<file path="src/rtl/core/prrs_pkg.sv">
// Package for the priority round-robin scheduler.
// Task record, controller state and command/status types. No dependencies.
`timescale 1ns / 1ps
package prrs_pkg;

   localparam logic OP_ARRIVE = 1'b0;
   localparam logic OP_TICK   = 1'b1;

   typedef struct packed {
      logic [7:0]  id;
      logic [7:0]  prio;
      logic [15:0] rem;
   } task_type;

   typedef enum logic [2:0] {
      ST_IDLE,
      ST_SCAN,
      ST_ARRIVE,
      ST_DECIDE,
      ST_RUN,
      ST_DONE
   } state_type;

   // controller to datapath
   typedef struct packed {
      logic load;      // capture request fields
      logic scan_clr;  // start priority-store scan
      logic scan_step; // compare one slot
      logic arrive;    // store arriving task
      logic decide;    // dispatch / preempt
      logic run;       // run one unit, write result
   } cmd_type;

   // datapath to controller
   typedef struct packed {
      logic opcode;
      logic scan_last;
   } status_type;

endpackage

</file>
<file path="src/rtl/core/prrs_datapath.sv">
// Datapath of the priority round-robin scheduler: priority store, FIFO memory,
// current task, serial best-slot search and result registers. Uses prrs_pkg.
`timescale 1ns / 1ps
module prrs_datapath
   import prrs_pkg::*;
#(
   parameter int QUEUE_DEPTH = 16
) (
   input  logic        clock,
   input  logic        reset,
   input  cmd_type     cmd,
   output status_type  status,
   input  logic        req_opcode,
   input  logic [7:0]  req_task_id,
   input  logic [7:0]  req_task_priority,
   input  logic [15:0] req_task_burst,
   input  logic [15:0] quantum_length,
   output logic        rsp_arrival_accepted,
   output logic        rsp_ran_task,
   output logic [7:0]  rsp_running_id,
   output logic        rsp_task_finished,
   output logic        rsp_quantum_expired,
   output logic        rsp_preempted
);
   localparam int IW = (QUEUE_DEPTH > 1) ? $clog2(QUEUE_DEPTH) : 1;
   localparam int CW = $clog2(QUEUE_DEPTH + 1);
   localparam logic [IW-1:0] LAST = IW'(QUEUE_DEPTH - 1);
   localparam logic [CW-1:0] FULL = CW'(QUEUE_DEPTH);

   task_type                  store_ff [QUEUE_DEPTH];
   logic [QUEUE_DEPTH-1:0]    valid_ff;
   task_type                  fifo_mem [QUEUE_DEPTH];
   logic [IW-1:0]             head_ff, tail_ff;
   logic [CW-1:0]             count_ff;
   task_type                  cur_ff;
   logic                      busy_ff, from_rr_ff;
   logic [15:0]               qleft_ff;

   logic                      op_ff;
   task_type                  new_ff;
   logic [IW-1:0]             idx_ff;
   logic                      found_ff;
   logic [IW-1:0]             best_ff;
   task_type                  best_task_ff;
   task_type                  fifo_rd_ff;

   logic [15:0] reload;
   assign reload = (quantum_length == 16'd0) ? 16'd1 : quantum_length;
   assign status.opcode    = op_ff;
   assign status.scan_last = (idx_ff == LAST);

   // lowest free slot
   logic          free_any;
   logic [IW-1:0] free_idx;
   always_comb begin
      free_any = 1'b0;
      free_idx = '0;
      for (int i = QUEUE_DEPTH - 1; i >= 0; i--) begin
         if (!valid_ff[i]) begin
            free_any = 1'b1;
            free_idx = IW'(i);
         end
      end
   end

   // one slot of the search
   task_type cand;
   logic     better;
   assign cand = store_ff[idx_ff];
   assign better = valid_ff[idx_ff] && (!found_ff || cand.prio < best_task_ff.prio ||
                   (cand.prio == best_task_ff.prio && cand.id < best_task_ff.id));

   logic [IW-1:0] head_nx, tail_nx;
   assign head_nx = (head_ff == LAST) ? '0 : head_ff + 1'b1;
   assign tail_nx = (tail_ff == LAST) ? '0 : tail_ff + 1'b1;

   // FIFO memory: registered read of head
   logic     push_en;
   task_type push_data;
   always_ff @(posedge clock) begin
      if (push_en) fifo_mem[tail_ff] <= push_data;
      fifo_rd_ff <= fifo_mem[head_ff];
   end

   // tick work, computed from state registered after decide
   task_type cur_run;
   logic [15:0] q_run;
   logic fin, exp_try, push_ok;
   always_comb begin
      cur_run = cur_ff;
      if (cur_run.rem != 16'd0) cur_run.rem = cur_run.rem - 16'd1;
      q_run = (qleft_ff != 16'd0) ? qleft_ff - 16'd1 : 16'd0;
      fin = busy_ff && (cur_run.rem == 16'd0);
      exp_try = busy_ff && !fin && (q_run == 16'd0);
      push_ok = count_ff != FULL;
   end

   // decide step
   logic want, do_pre;
   assign want = from_rr_ff || (best_task_ff.prio < cur_ff.prio);
   assign do_pre = cmd.decide && busy_ff && found_ff && want && push_ok;

   always_comb begin
      push_en = 1'b0;
      push_data = cur_ff;
      if (do_pre) push_en = 1'b1;
      if (cmd.run && exp_try && push_ok) begin
         push_en = 1'b1;
         push_data = cur_run;
      end
   end

   always_ff @(posedge clock) begin
      if (cmd.load) begin
         op_ff <= req_opcode;
         new_ff.id <= req_task_id;
         new_ff.prio <= req_task_priority;
         new_ff.rem <= (req_task_burst == 16'd0) ? 16'd1 : req_task_burst;
      end
      if (cmd.scan_clr) begin
         idx_ff <= '0;
      end else if (cmd.scan_step) begin
         if (better) begin
            best_ff <= idx_ff;
            best_task_ff <= cand;
         end
         if (idx_ff != LAST) idx_ff <= idx_ff + 1'b1;
      end
      if (cmd.arrive && free_any) store_ff[free_idx] <= new_ff;
      if (cmd.arrive) begin
         rsp_arrival_accepted <= free_any;
         rsp_ran_task <= 1'b0;
         rsp_running_id <= 8'd0;
         rsp_task_finished <= 1'b0;
         rsp_quantum_expired <= 1'b0;
         rsp_preempted <= 1'b0;
      end
      if (cmd.decide) begin
         rsp_preempted <= do_pre;
         if (!busy_ff && found_ff) begin
            cur_ff <= best_task_ff;
            qleft_ff <= reload;
         end else if (!busy_ff && count_ff != '0) begin
            cur_ff <= fifo_rd_ff;
            qleft_ff <= reload;
         end else if (do_pre) begin
            cur_ff <= best_task_ff;
            qleft_ff <= reload;
         end
      end
      if (cmd.run) begin
         rsp_arrival_accepted <= 1'b0;
         rsp_ran_task <= busy_ff;
         rsp_running_id <= busy_ff ? cur_ff.id : 8'd0;
         rsp_task_finished <= fin;
         rsp_quantum_expired <= exp_try && push_ok;
         if (busy_ff) begin
            cur_ff.rem <= cur_run.rem;
            qleft_ff <= (exp_try && !push_ok) ? reload : q_run;
         end
      end
   end

   // control state
   always_ff @(posedge clock) begin
      if (reset) begin
         valid_ff <= '0;
         head_ff <= '0;
         tail_ff <= '0;
         count_ff <= '0;
         busy_ff <= 1'b0;
         from_rr_ff <= 1'b0;
         found_ff <= 1'b0;
      end else begin
         if (cmd.scan_clr) found_ff <= 1'b0;
         else if (cmd.scan_step && better) found_ff <= 1'b1;
         if (cmd.arrive && free_any) valid_ff[free_idx] <= 1'b1;
         if (cmd.decide) begin
            if (!busy_ff && found_ff) begin
               valid_ff[best_ff] <= 1'b0;
               busy_ff <= 1'b1;
               from_rr_ff <= 1'b0;
            end else if (!busy_ff && count_ff != '0) begin
               head_ff <= head_nx;
               count_ff <= count_ff - 1'b1;
               busy_ff <= 1'b1;
               from_rr_ff <= 1'b1;
            end else if (do_pre) begin
               valid_ff[best_ff] <= 1'b0;
               tail_ff <= tail_nx;
               count_ff <= count_ff + 1'b1;
               from_rr_ff <= 1'b0;
            end
         end
         if (cmd.run) begin
            if (fin) begin
               busy_ff <= 1'b0;
               from_rr_ff <= 1'b0;
            end else if (exp_try && push_ok) begin
               busy_ff <= 1'b0;
               from_rr_ff <= 1'b0;
               tail_ff <= tail_nx;
               count_ff <= count_ff + 1'b1;
            end
         end
      end
   end
endmodule

</file>
<file path="src/rtl/core/prrs_ctrl.sv">
// Controller of the priority round-robin scheduler: sequences load and store
// steps for arrivals, and load, search, dispatch and run steps for ticks. Uses prrs_pkg.
`timescale 1ns / 1ps
module prrs_ctrl
   import prrs_pkg::*;
(
   input  logic       clock,
   input  logic       reset,
   input  logic       start,
   output logic       busy,
   output logic       rsp_valid,
   output cmd_type    cmd,
   input  status_type status
);
   state_type state_ff, state_in;

   always_ff @(posedge clock) begin
      if (reset) state_ff <= ST_IDLE;
      else       state_ff <= state_in;
   end

   always_comb begin
      state_in = state_ff;
      cmd = '0;
      busy = 1'b1;
      rsp_valid = 1'b0;
      unique case (state_ff)
         ST_IDLE: begin
            busy = 1'b0;
            if (start) begin
               cmd.load = 1'b1;
               cmd.scan_clr = 1'b1;
               state_in = ST_SCAN;
            end
         end
         ST_SCAN: begin
            if (status.opcode == OP_ARRIVE) begin
               state_in = ST_ARRIVE;
            end else begin
               cmd.scan_step = 1'b1;
               if (status.scan_last) state_in = ST_DECIDE;
            end
         end
         ST_ARRIVE: begin
            cmd.arrive = 1'b1;
            state_in = ST_DONE;
         end
         ST_DECIDE: begin
            cmd.decide = 1'b1;
            state_in = ST_RUN;
         end
         ST_RUN: begin
            cmd.run = 1'b1;
            state_in = ST_DONE;
         end
         ST_DONE: begin
            rsp_valid = 1'b1;
            state_in = ST_IDLE;
         end
         default: state_in = ST_IDLE;
      endcase
   end
endmodule

</file>
<file path="src/rtl/core/priority_round_robin_scheduler.sv">
// Top level of the priority round-robin scheduler.
// Holds the quantum register and joins prrs_ctrl and prrs_datapath; uses prrs_pkg.
`timescale 1ns / 1ps
// Usage:
//   Request channel: drive req_* and raise start while busy is low; the request
//   is taken at that edge. opcode 0 stores an arriving task, opcode 1 is a tick.
//   Result channel: rsp_valid is high for one cycle with the rsp_* fields; the
//   receiver cannot stall and must take it then.
//   CSR channel: csr_valid/csr_ready write quantum_length (always ready); write
//   only while the block is idle.
// Sequence: an arrival passes the scan, arrive and done states to its result; a
//   tick runs the serial search over the priority store, one slot per cycle,
//   then the decide, run and done states. busy is low again in the cycle after
//   rsp_valid, so the next request can be taken then; no new request is taken
//   while one is still in progress.
// Reset: synchronous, clears the store valid bits, FIFO pointers, running task
//   state and sets quantum_length to 4. No clearing pass is needed.
module priority_round_robin_scheduler
   import prrs_pkg::*;
#(
   parameter int QUEUE_DEPTH = 16
) (
   input  logic        clock,
   input  logic        reset,
   input  logic        start,
   output logic        busy,
   input  logic        req_opcode,
   input  logic [7:0]  req_task_id,
   input  logic [7:0]  req_task_priority,
   input  logic [15:0] req_task_burst,
   output logic        rsp_valid,
   output logic        rsp_arrival_accepted,
   output logic        rsp_ran_task,
   output logic [7:0]  rsp_running_id,
   output logic        rsp_task_finished,
   output logic        rsp_quantum_expired,
   output logic        rsp_preempted,
   input  logic        csr_valid,
   output logic        csr_ready,
   input  logic [15:0] csr_data
);
   cmd_type     cmd;
   status_type  status;
   logic [15:0] quantum_ff;

   // quantum register
   assign csr_ready = 1'b1;
   always_ff @(posedge clock) begin
      if (reset) quantum_ff <= 16'd4;
      else if (csr_valid && csr_ready) quantum_ff <= csr_data;
   end

   prrs_ctrl u_ctrl (
      .clock(clock), .reset(reset), .start(start), .busy(busy),
      .rsp_valid(rsp_valid), .cmd(cmd), .status(status)
   );

   prrs_datapath #(.QUEUE_DEPTH(QUEUE_DEPTH)) u_dp (
      .clock(clock), .reset(reset), .cmd(cmd), .status(status),
      .req_opcode(req_opcode), .req_task_id(req_task_id),
      .req_task_priority(req_task_priority), .req_task_burst(req_task_burst),
      .quantum_length(quantum_ff),
      .rsp_arrival_accepted(rsp_arrival_accepted), .rsp_ran_task(rsp_ran_task),
      .rsp_running_id(rsp_running_id), .rsp_task_finished(rsp_task_finished),
      .rsp_quantum_expired(rsp_quantum_expired), .rsp_preempted(rsp_preempted)
   );
endmodule
</file>
<file path="config.mk">
export PLATFORM = sky130hd
export DESIGN_NAME = priority_round_robin_scheduler
export DESIGN_NICKNAME = d
export VERILOG_FILES = /design/src/rtl/core/prrs_pkg.sv /design/src/rtl/core/prrs_datapath.sv /design/src/rtl/core/prrs_ctrl.sv /design/src/rtl/core/priority_round_robin_scheduler.sv
export SDC_FILE = /design/constraint.sdc
export NUM_CORES = 1
export LEC_CHECK = 0
export ABC_AREA = 1
export BUFFER_PORTS_ARGS = -buffer_cell sky130_fd_sc_hd__buf_2
export CAP_MARGIN = 20
export CORE_ASPECT_RATIO = 1.25
export CORE_UTILIZATION = 35
export CTS_BUF_LIST = sky130_fd_sc_hd__clkbuf_4
export DETAILED_ROUTE_END_ITERATION = 7
export SKIP_LAST_GASP = 1
export SLEW_MARGIN = 10
export SYNTH_ARGS = -nofsm -noshare
export SYNTH_HDL_FRONTEND = slang
export SYNTH_SLANG_ARGS = --single-unit
</file>
<file path="constraint.sdc">
create_clock -name clock -period 9.6 [get_ports clock]
set_input_delay 0.96 -clock clock [delete_from_list [all_inputs] [get_ports clock]]
set_output_delay 0.96 -clock clock [all_outputs]
set_load 0.005 [all_outputs]
</file>
Word level (Yosys, flattened, before mapping)
Memories as Yosys holds them, arrays and structs flattened. A register that Yosys moved wholly into a read port is not among the register bits.
Index checks and enable logic that the tools add are counted.

storage, ports and cells
  bits in registers = 185
  bits in writable memories = 1,024
  bits of input ports = 53
  output and inout port bits = 16
  word-level logic and storage cells = 226
  memories kept = 2

memory list
  name           depth  width  rd ports  clocked after Yosys merged registers in  write ports  RTL line             RTL
  u_dp.fifo_mem  16     32     1         1                                        1            prrs_datapath.sv:32  task_type fifo_mem [QUEUE_DEPTH];
  u_dp.store_ff  16     32     1         1                                        1            prrs_datapath.sv:30  task_type store_ff [QUEUE_DEPTH];

operators by class
  $add $sub $neg = 7
  order comparisons = 8
  eq/ne operators = 13
  muxes and demuxes = 119
  bitwise logic cells = 5
  reductions and logical operators = 44

operators by type and width
  kind                                                               number
  two-way mux 16 bit                                                 20
  two-way mux 4 bit                                                  27
  two-way mux 32 bit                                                 3
  zero test 16 bit                                                   4
  two-way mux 1 bit                                                  50
  two-way mux 5 bit                                                  7
  nonzero test 16 bit                                                2
  subtractor 16 x 1 -> 16 bit, second input constant                 2
  less-than comparator 8 bit                                         3
  two-way mux 8 bit                                                  3
  logical AND 1 bit                                                  19
  bitwise AND 16 bit                                                 1
  NOT 16 bit                                                         1
  bitwise OR 16 bit                                                  1
  less-than comparator 4 x 5 -> 1 bit, second input constant         3
  adder 4 x 1 -> 4 bit, second input constant                        3
  equality test 4 bit, second input constant                         3
  one-hot mux 3 bit (4 select lines)                                 1
  two-way mux 3 bit                                                  3
  demux 1 bit (select 4 bit)                                         2
  equality test 8 bit                                                1
  greater-or-equal comparator 4 x 1 -> 1 bit, second input constant  2
  equality test 3 x 2 -> 1 bit, second input constant                2
  equality test 3 bit, second input constant                         2
  other kinds (19)                                                   31

Logic depth before layout (Yosys ltp)
  depth in word-level cells = 28
  depth in mapped cells = 19

By module
A second synthesis with hierarchy kept.

unflattened totals
  cell total of the unflattened synthesis = 4,144
  area, all modules = 51,305.5 µm²

modules (own cells, without submodules)
  module                          times used  cells an instance  area an instance (µm²)  sequential area each (µm²)
  prrs_datapath                   1           4,011              50,438.4                35,764.3
  priority_round_robin_scheduler  1           102                679.4                   320.3
  prrs_ctrl                       1           31                 187.7                   60.1

Worst setup path after synthesis
OpenSTA, ideal clock, no wires.

  path type = register -> register
  from = register with a tool-made name
  to = register u_dp.best_ff[0] (enable)
  library setup time = 441 ps
  arrival time = 4,450 ps
  data required time = 9,159 ps
  slack = 4,709 ps
  cell stages (with the launch flop) = 18
  path buffers = 5
  cell sequence = dfxtp_1 -> buf_2 -> buf_2 -> buf_2 -> clkbuf_1 -> buf_2 -> mux2i_1 -> o211ai_1 -> o211ai_1 -> nand2_1 -> ha_1 -> a21oi_1 -> o21ai_0 -> a21oi_1 -> nor2_1 -> o21ai_0 -> a21oi_1 -> a21oi_1

RTL lines
  item                    RTL line              RTL
  end signal: assignment  prrs_datapath.sv:124  best_ff <= idx_ff;
  end: declaration        prrs_datapath.sv:43   logic [IW-1:0] best_ff;

Worst setup path after layout
  from = register u_dp.qleft_ff[0]
  to = memory u_dp.fifo_mem[8][7] (netlist name) (enable)

on the way
  word-level cells in the longest chain between the ends = 9
  elaborated cells between the ends (all ways) = 10

RTL lines
  item                                                                       RTL line              RTL
  start: declaration                                                         prrs_datapath.sv:37   logic [15:0] qleft_ff;
  start signal: assignment                                                   prrs_datapath.sv:142  qleft_ff <= reload;
  start signal: assignment                                                   prrs_datapath.sv:145  qleft_ff <= reload;
  start signal: assignment                                                   prrs_datapath.sv:148  qleft_ff <= reload;
  subtractor 16 x 1 -> 16 bit / nonzero test 16 bit (equally long branches)  prrs_datapath.sv:92   q_run = (qleft_ff != 16'd0) ? qleft_ff - 16'd1 : 16'd0;
  two-way mux 16 bit *                                                       prrs_datapath.sv:92
  zero test 16 bit *                                                         prrs_datapath.sv:94   exp_try = busy_ff && !fin && (q_run == 16'd0);
  logical AND 1 bit *                                                        prrs_datapath.sv:94
  logical AND 1 bit * (2 in series)                                          prrs_datapath.sv:107  if (cmd.run && exp_try && push_ok) begin
  two-way mux 1 bit *                                                        prrs_datapath.sv:107
  two-way mux 1 bit *                                                        prrs_datapath.sv:81   if (push_en) fifo_mem[tail_ff] <= push_data;
  two-way mux 1 bit (implied by the code) *                                  prrs_datapath.sv:81
  end: declaration                                                           prrs_datapath.sv:32

Mark *: on every way between the ends. The rest lies on a longest branch, timed or not.

==> run_results.csv <==
group,metric,value,unit
synthesis,yosys-top-cells-area,"edfxtp_1 66%, dfxtp_1 4.9%, o21ai_0 3.8%, mux2i_1 3.4%, nor2_1 3.1%",
synthesis,yosysMostFrequentCell,"edfxtp_1",
synthesis,synth_area,0.05101,mm^2
routing,routed_via_density,5.108,
timing,tightest_slew,1.114,ns
timing,relSlewSlack,25.55,%
setup_path,crit_type,"flop to flop",
setup_path,cp_data_required_time,10.36,ns
die,ios,69,
timing,fin_skew,0.05713,ns
synthesis,ys_top_cells_by_count,"1121 x edfxtp_1, 427 x nor2_1, 392 x nand2_1",
synthesis,synth_top_family_by_area,"compound AO/OA/AOI/OAI gates",
power,power_density,237.4,mW/mm^2
timing,hold_violations,0,
setup_path,cp_cell_sequence,"inv_1 -> ha_1 -> nand2_1 -> nor2_1 -> nand2_1 -> nand3_1 -> nand2_1 -> nor2_1 -> nand3_1 -> nor2_4 -> nand4_4 -> nand2_1 -> nand2_1 -> nor2_4",
synthesis,synth-warning-count,0,
timing,slew_viol_final,0,
clock_tree,insertion_delay,1.18,ns
global_routing,grt.total_usage,17.44,%
global_routing,grt_pass1_wl,195.1,mm
routing,wl_per_cell,20.01,um
timing,rsz0062_at_grt,"false",
setup_path,end_kind,"flop",
flow_run,drv_cap,0,
clock_tree,clkTransAtPathRegs,0.06,ns
synthesis,ys_types,52,
setup_path,path_common_cell,"nand2_1",
cells_and_area,seqCellArea,0.03617,mm^2
setup_path,cpPeakStageDelay,0.92,ns
timing,setup_viol,0,
synthesis,yosys.area_share.simple,8.931,%
clock_tree,cts_max_path_buffers,4,
timing,fin_tns_setup,0,ns
cells_and_area,drive_gt1_share,15.47,%
synthesis,yosysTopAreaCell,"edfxtp_1",
clock_tree,numCtsBuffers,314,
clock_tree,cts_sinks,1245,
synthesis,synth-compound-area-share,11.45,%
setup_path,cp_slowest_cell,"nor2_4",
cells_and_area,multi_input_area,0.01279,mm^2
cells_and_area,synthToLayoutAreaGrowth,13.64,%
synthesis,ys_ff_latch,1245,
synthesis,synthArstFlopShare,0,%
routing,route.detailed.drc,0,
clock_tree,cts_tree,"done",
synthesis,synth_top_area_share,65.99,%
routing,dr_total_vias,33040,
synthesis,yosysSeqAreaShare,70.86,%
synthesis,synthMuxAreaShare,3.434,%
die,fp-row-count,156,
die,dieArea,0.1473,mm^2
synthesis,syn_avg_cell_area,12.45,um^2
place,port_buffers,67,
global_routing,first_global_vias,32940,
setup_path,worstPathMaxFanout,53,
timing,min_period,5.017,ns
routing,drt_pass1_iterations,6,
die,initial_utilization,35.27,%
place,dpl-instance-area,0.05355,mm^2
place,gp_congestion,0.8949,
timing,timing.final.crit_share,52.27,%
setup_path,cp-start-kind,"flop",
routing,ant_nets,0,
clock_tree,htree_levels,5,
synthesis,synthCells,4096,
die,coreArea,0.1446,mm^2
synthesis,synth_xor_area_share,0.1374,%
routing,drt_wl_total,129.4,mm
outcome,status,"completed",
global_routing,grt-ovfl-total,0,
cells_and_area,fin_nets,4441,
global_routing,grt_max_degree,186,
timing,max_clock_freq,199.3,MHz
setup_path,worst_ep_arrival_time,5.78,ns
global_routing,antenna_found_initial,4,
place,dp.final_hpwl,72.54,mm
synthesis,syn-num-nets,4181,
die,die_y,428.8,um
die,chipWidth,343.5,um
cells_and_area,fin_area,0.05797,mm^2
clock_tree,cts_resized,0,
synthesis,synth_edf_count,1121,
power,power_leakage,19.90,nW
synthesis,synth_fa_ha_area_share,0.7849,%
power,peakVddDrop,0.0001887,V
clock_tree,root_buffer,"clkbuf_4",
synthesis,synth-main-ff-cell,"edfxtp_1",
routing,drtIter0Drc,2653,
hold_path,hold_path_class,"primary input to flop",
cells_and_area,fillerInstances,13570,
-- logic make-up (layout without fill, tap and decap cells) --
kind of cell,Yosys count,after routing
AOI/OAI and AO/OA,971,971
xor gates and xnor gates,8,8
other,1,3
adders and majority gates,32,32
muxes,175,175
buffers and inverters,579,1053
and+or+nand+nor,1085,1085
DFF,1245,1245
-- registers in the layout, summed over array words and instances, names as in the netlist, 3 cells and up, named ones only --
name and flops:
u_dp.valid_ff 16, u_dp.qleft_ff 16, u_dp.idx_ff 4, u_dp.count_ff 5, u_dp.store_ff 512, u_ctrl.state_ff 3
u_dp.rsp_running_id 8, u_dp.fifo_rd_ff 32, quantum_ff 16, u_dp.best_task_ff 32, u_dp.fifo_mem 512, u_dp.best_ff 4
u_dp.head_ff 4, u_dp.new_ff 32, u_dp.cur_ff 32, u_dp.tail_ff 4
-- metal layers --
metal | routed length, um | vias to the layer above | track usage (%)
li1 | - | 15690 | -
met1 | 52750 | 16080 | 21.34
met2 | 65880 | 1059 | 30.07
met3 | 7352 | 213 | 3.400
met4 | 3445 | 2 | 6.776
met5 | 8 | - | 0
-- power breakdown --
part | switching, W | internal [W]
registers | 0.000336 | 0.00641
logic | 0.00178 | 0.000865
clock network | 0.00204 | 0.00233
-- final timing paths --
kind	slack, ns	from	end	cells after the start
setup reg to reg	4.58	u_dp.qleft_ff[0]	u_dp.fifo_mem[8][7]	14
hold reg to reg	0.47	quantum_ff[0]	quantum_ff[0]	2
setup / recovery	4.58	u_dp.qleft_ff[0]	u_dp.fifo_mem[8][7]	14
hold / removal	0.19	csr_data[14]	quantum_ff[14]	3
-- stage by stage --
stage	util, %	std cells	setup WS [ns]	total power (W)	hold slack, ns
floorplan	-	4096	4.709	0.008603	0.4375
global placement	36.91	5873	4.522	0.009433	0.4694
detailed placement	37.03	5880	4.617	0.009479	0.4678
CTS	40.04	6460	4.594	0.01387	0.01257
global route	40.08	6468	4.132	0.01450	0.1137
finish	40.08	6468	4.583	0.01376	0.1865
-- what timing repair did --
item	4_1_cts	5_1_grt
setup buffers	0	0
hold buffers	50	0
hold endpoints to repair	53	0
-- final cells by class --
class                   count  share of cell area [%]
diodes                      2                0.008634
well taps                1896                   4.092
clock inverters            60                  0.5828
clock buffers             470                   6.087
repair buffers            192                   2.625
flip-flops and latches   1245                   62.39
multi-input cells        2272                   22.06
inverters                 331                   2.156
-- cells in the final DEF, fill, tap and decap left out, drive strengths merged, types with 3 or more instances in the layout --
master          n
nand4          30
a211oi          3
a21oi         239
xor2            8
a221oi         14
nor4            8
dfxtp         124
nor3           13
o211ai        142
o32ai          77
o31ai           7
clkinv         55
o22ai           4
inv           332
mux2i         175
bufinv          4
clkbuf        470
dlygate4sd3    50
o221ai         51
o21ai         407
buf           142
nand3         192
nand2         397
nor2          442
ha             32
edfxtp       1121
a31oi          17
-- worst max-delay path, delay by kind of cell, from the launching register on --
family	cells	cell delay, ns
fa+ha+maj	1	0.27
buf+inv	1	0.18
flops	1	0.32
simple gates	12	3.80
No activity file was read; power rests on OpenSTA's default activity.
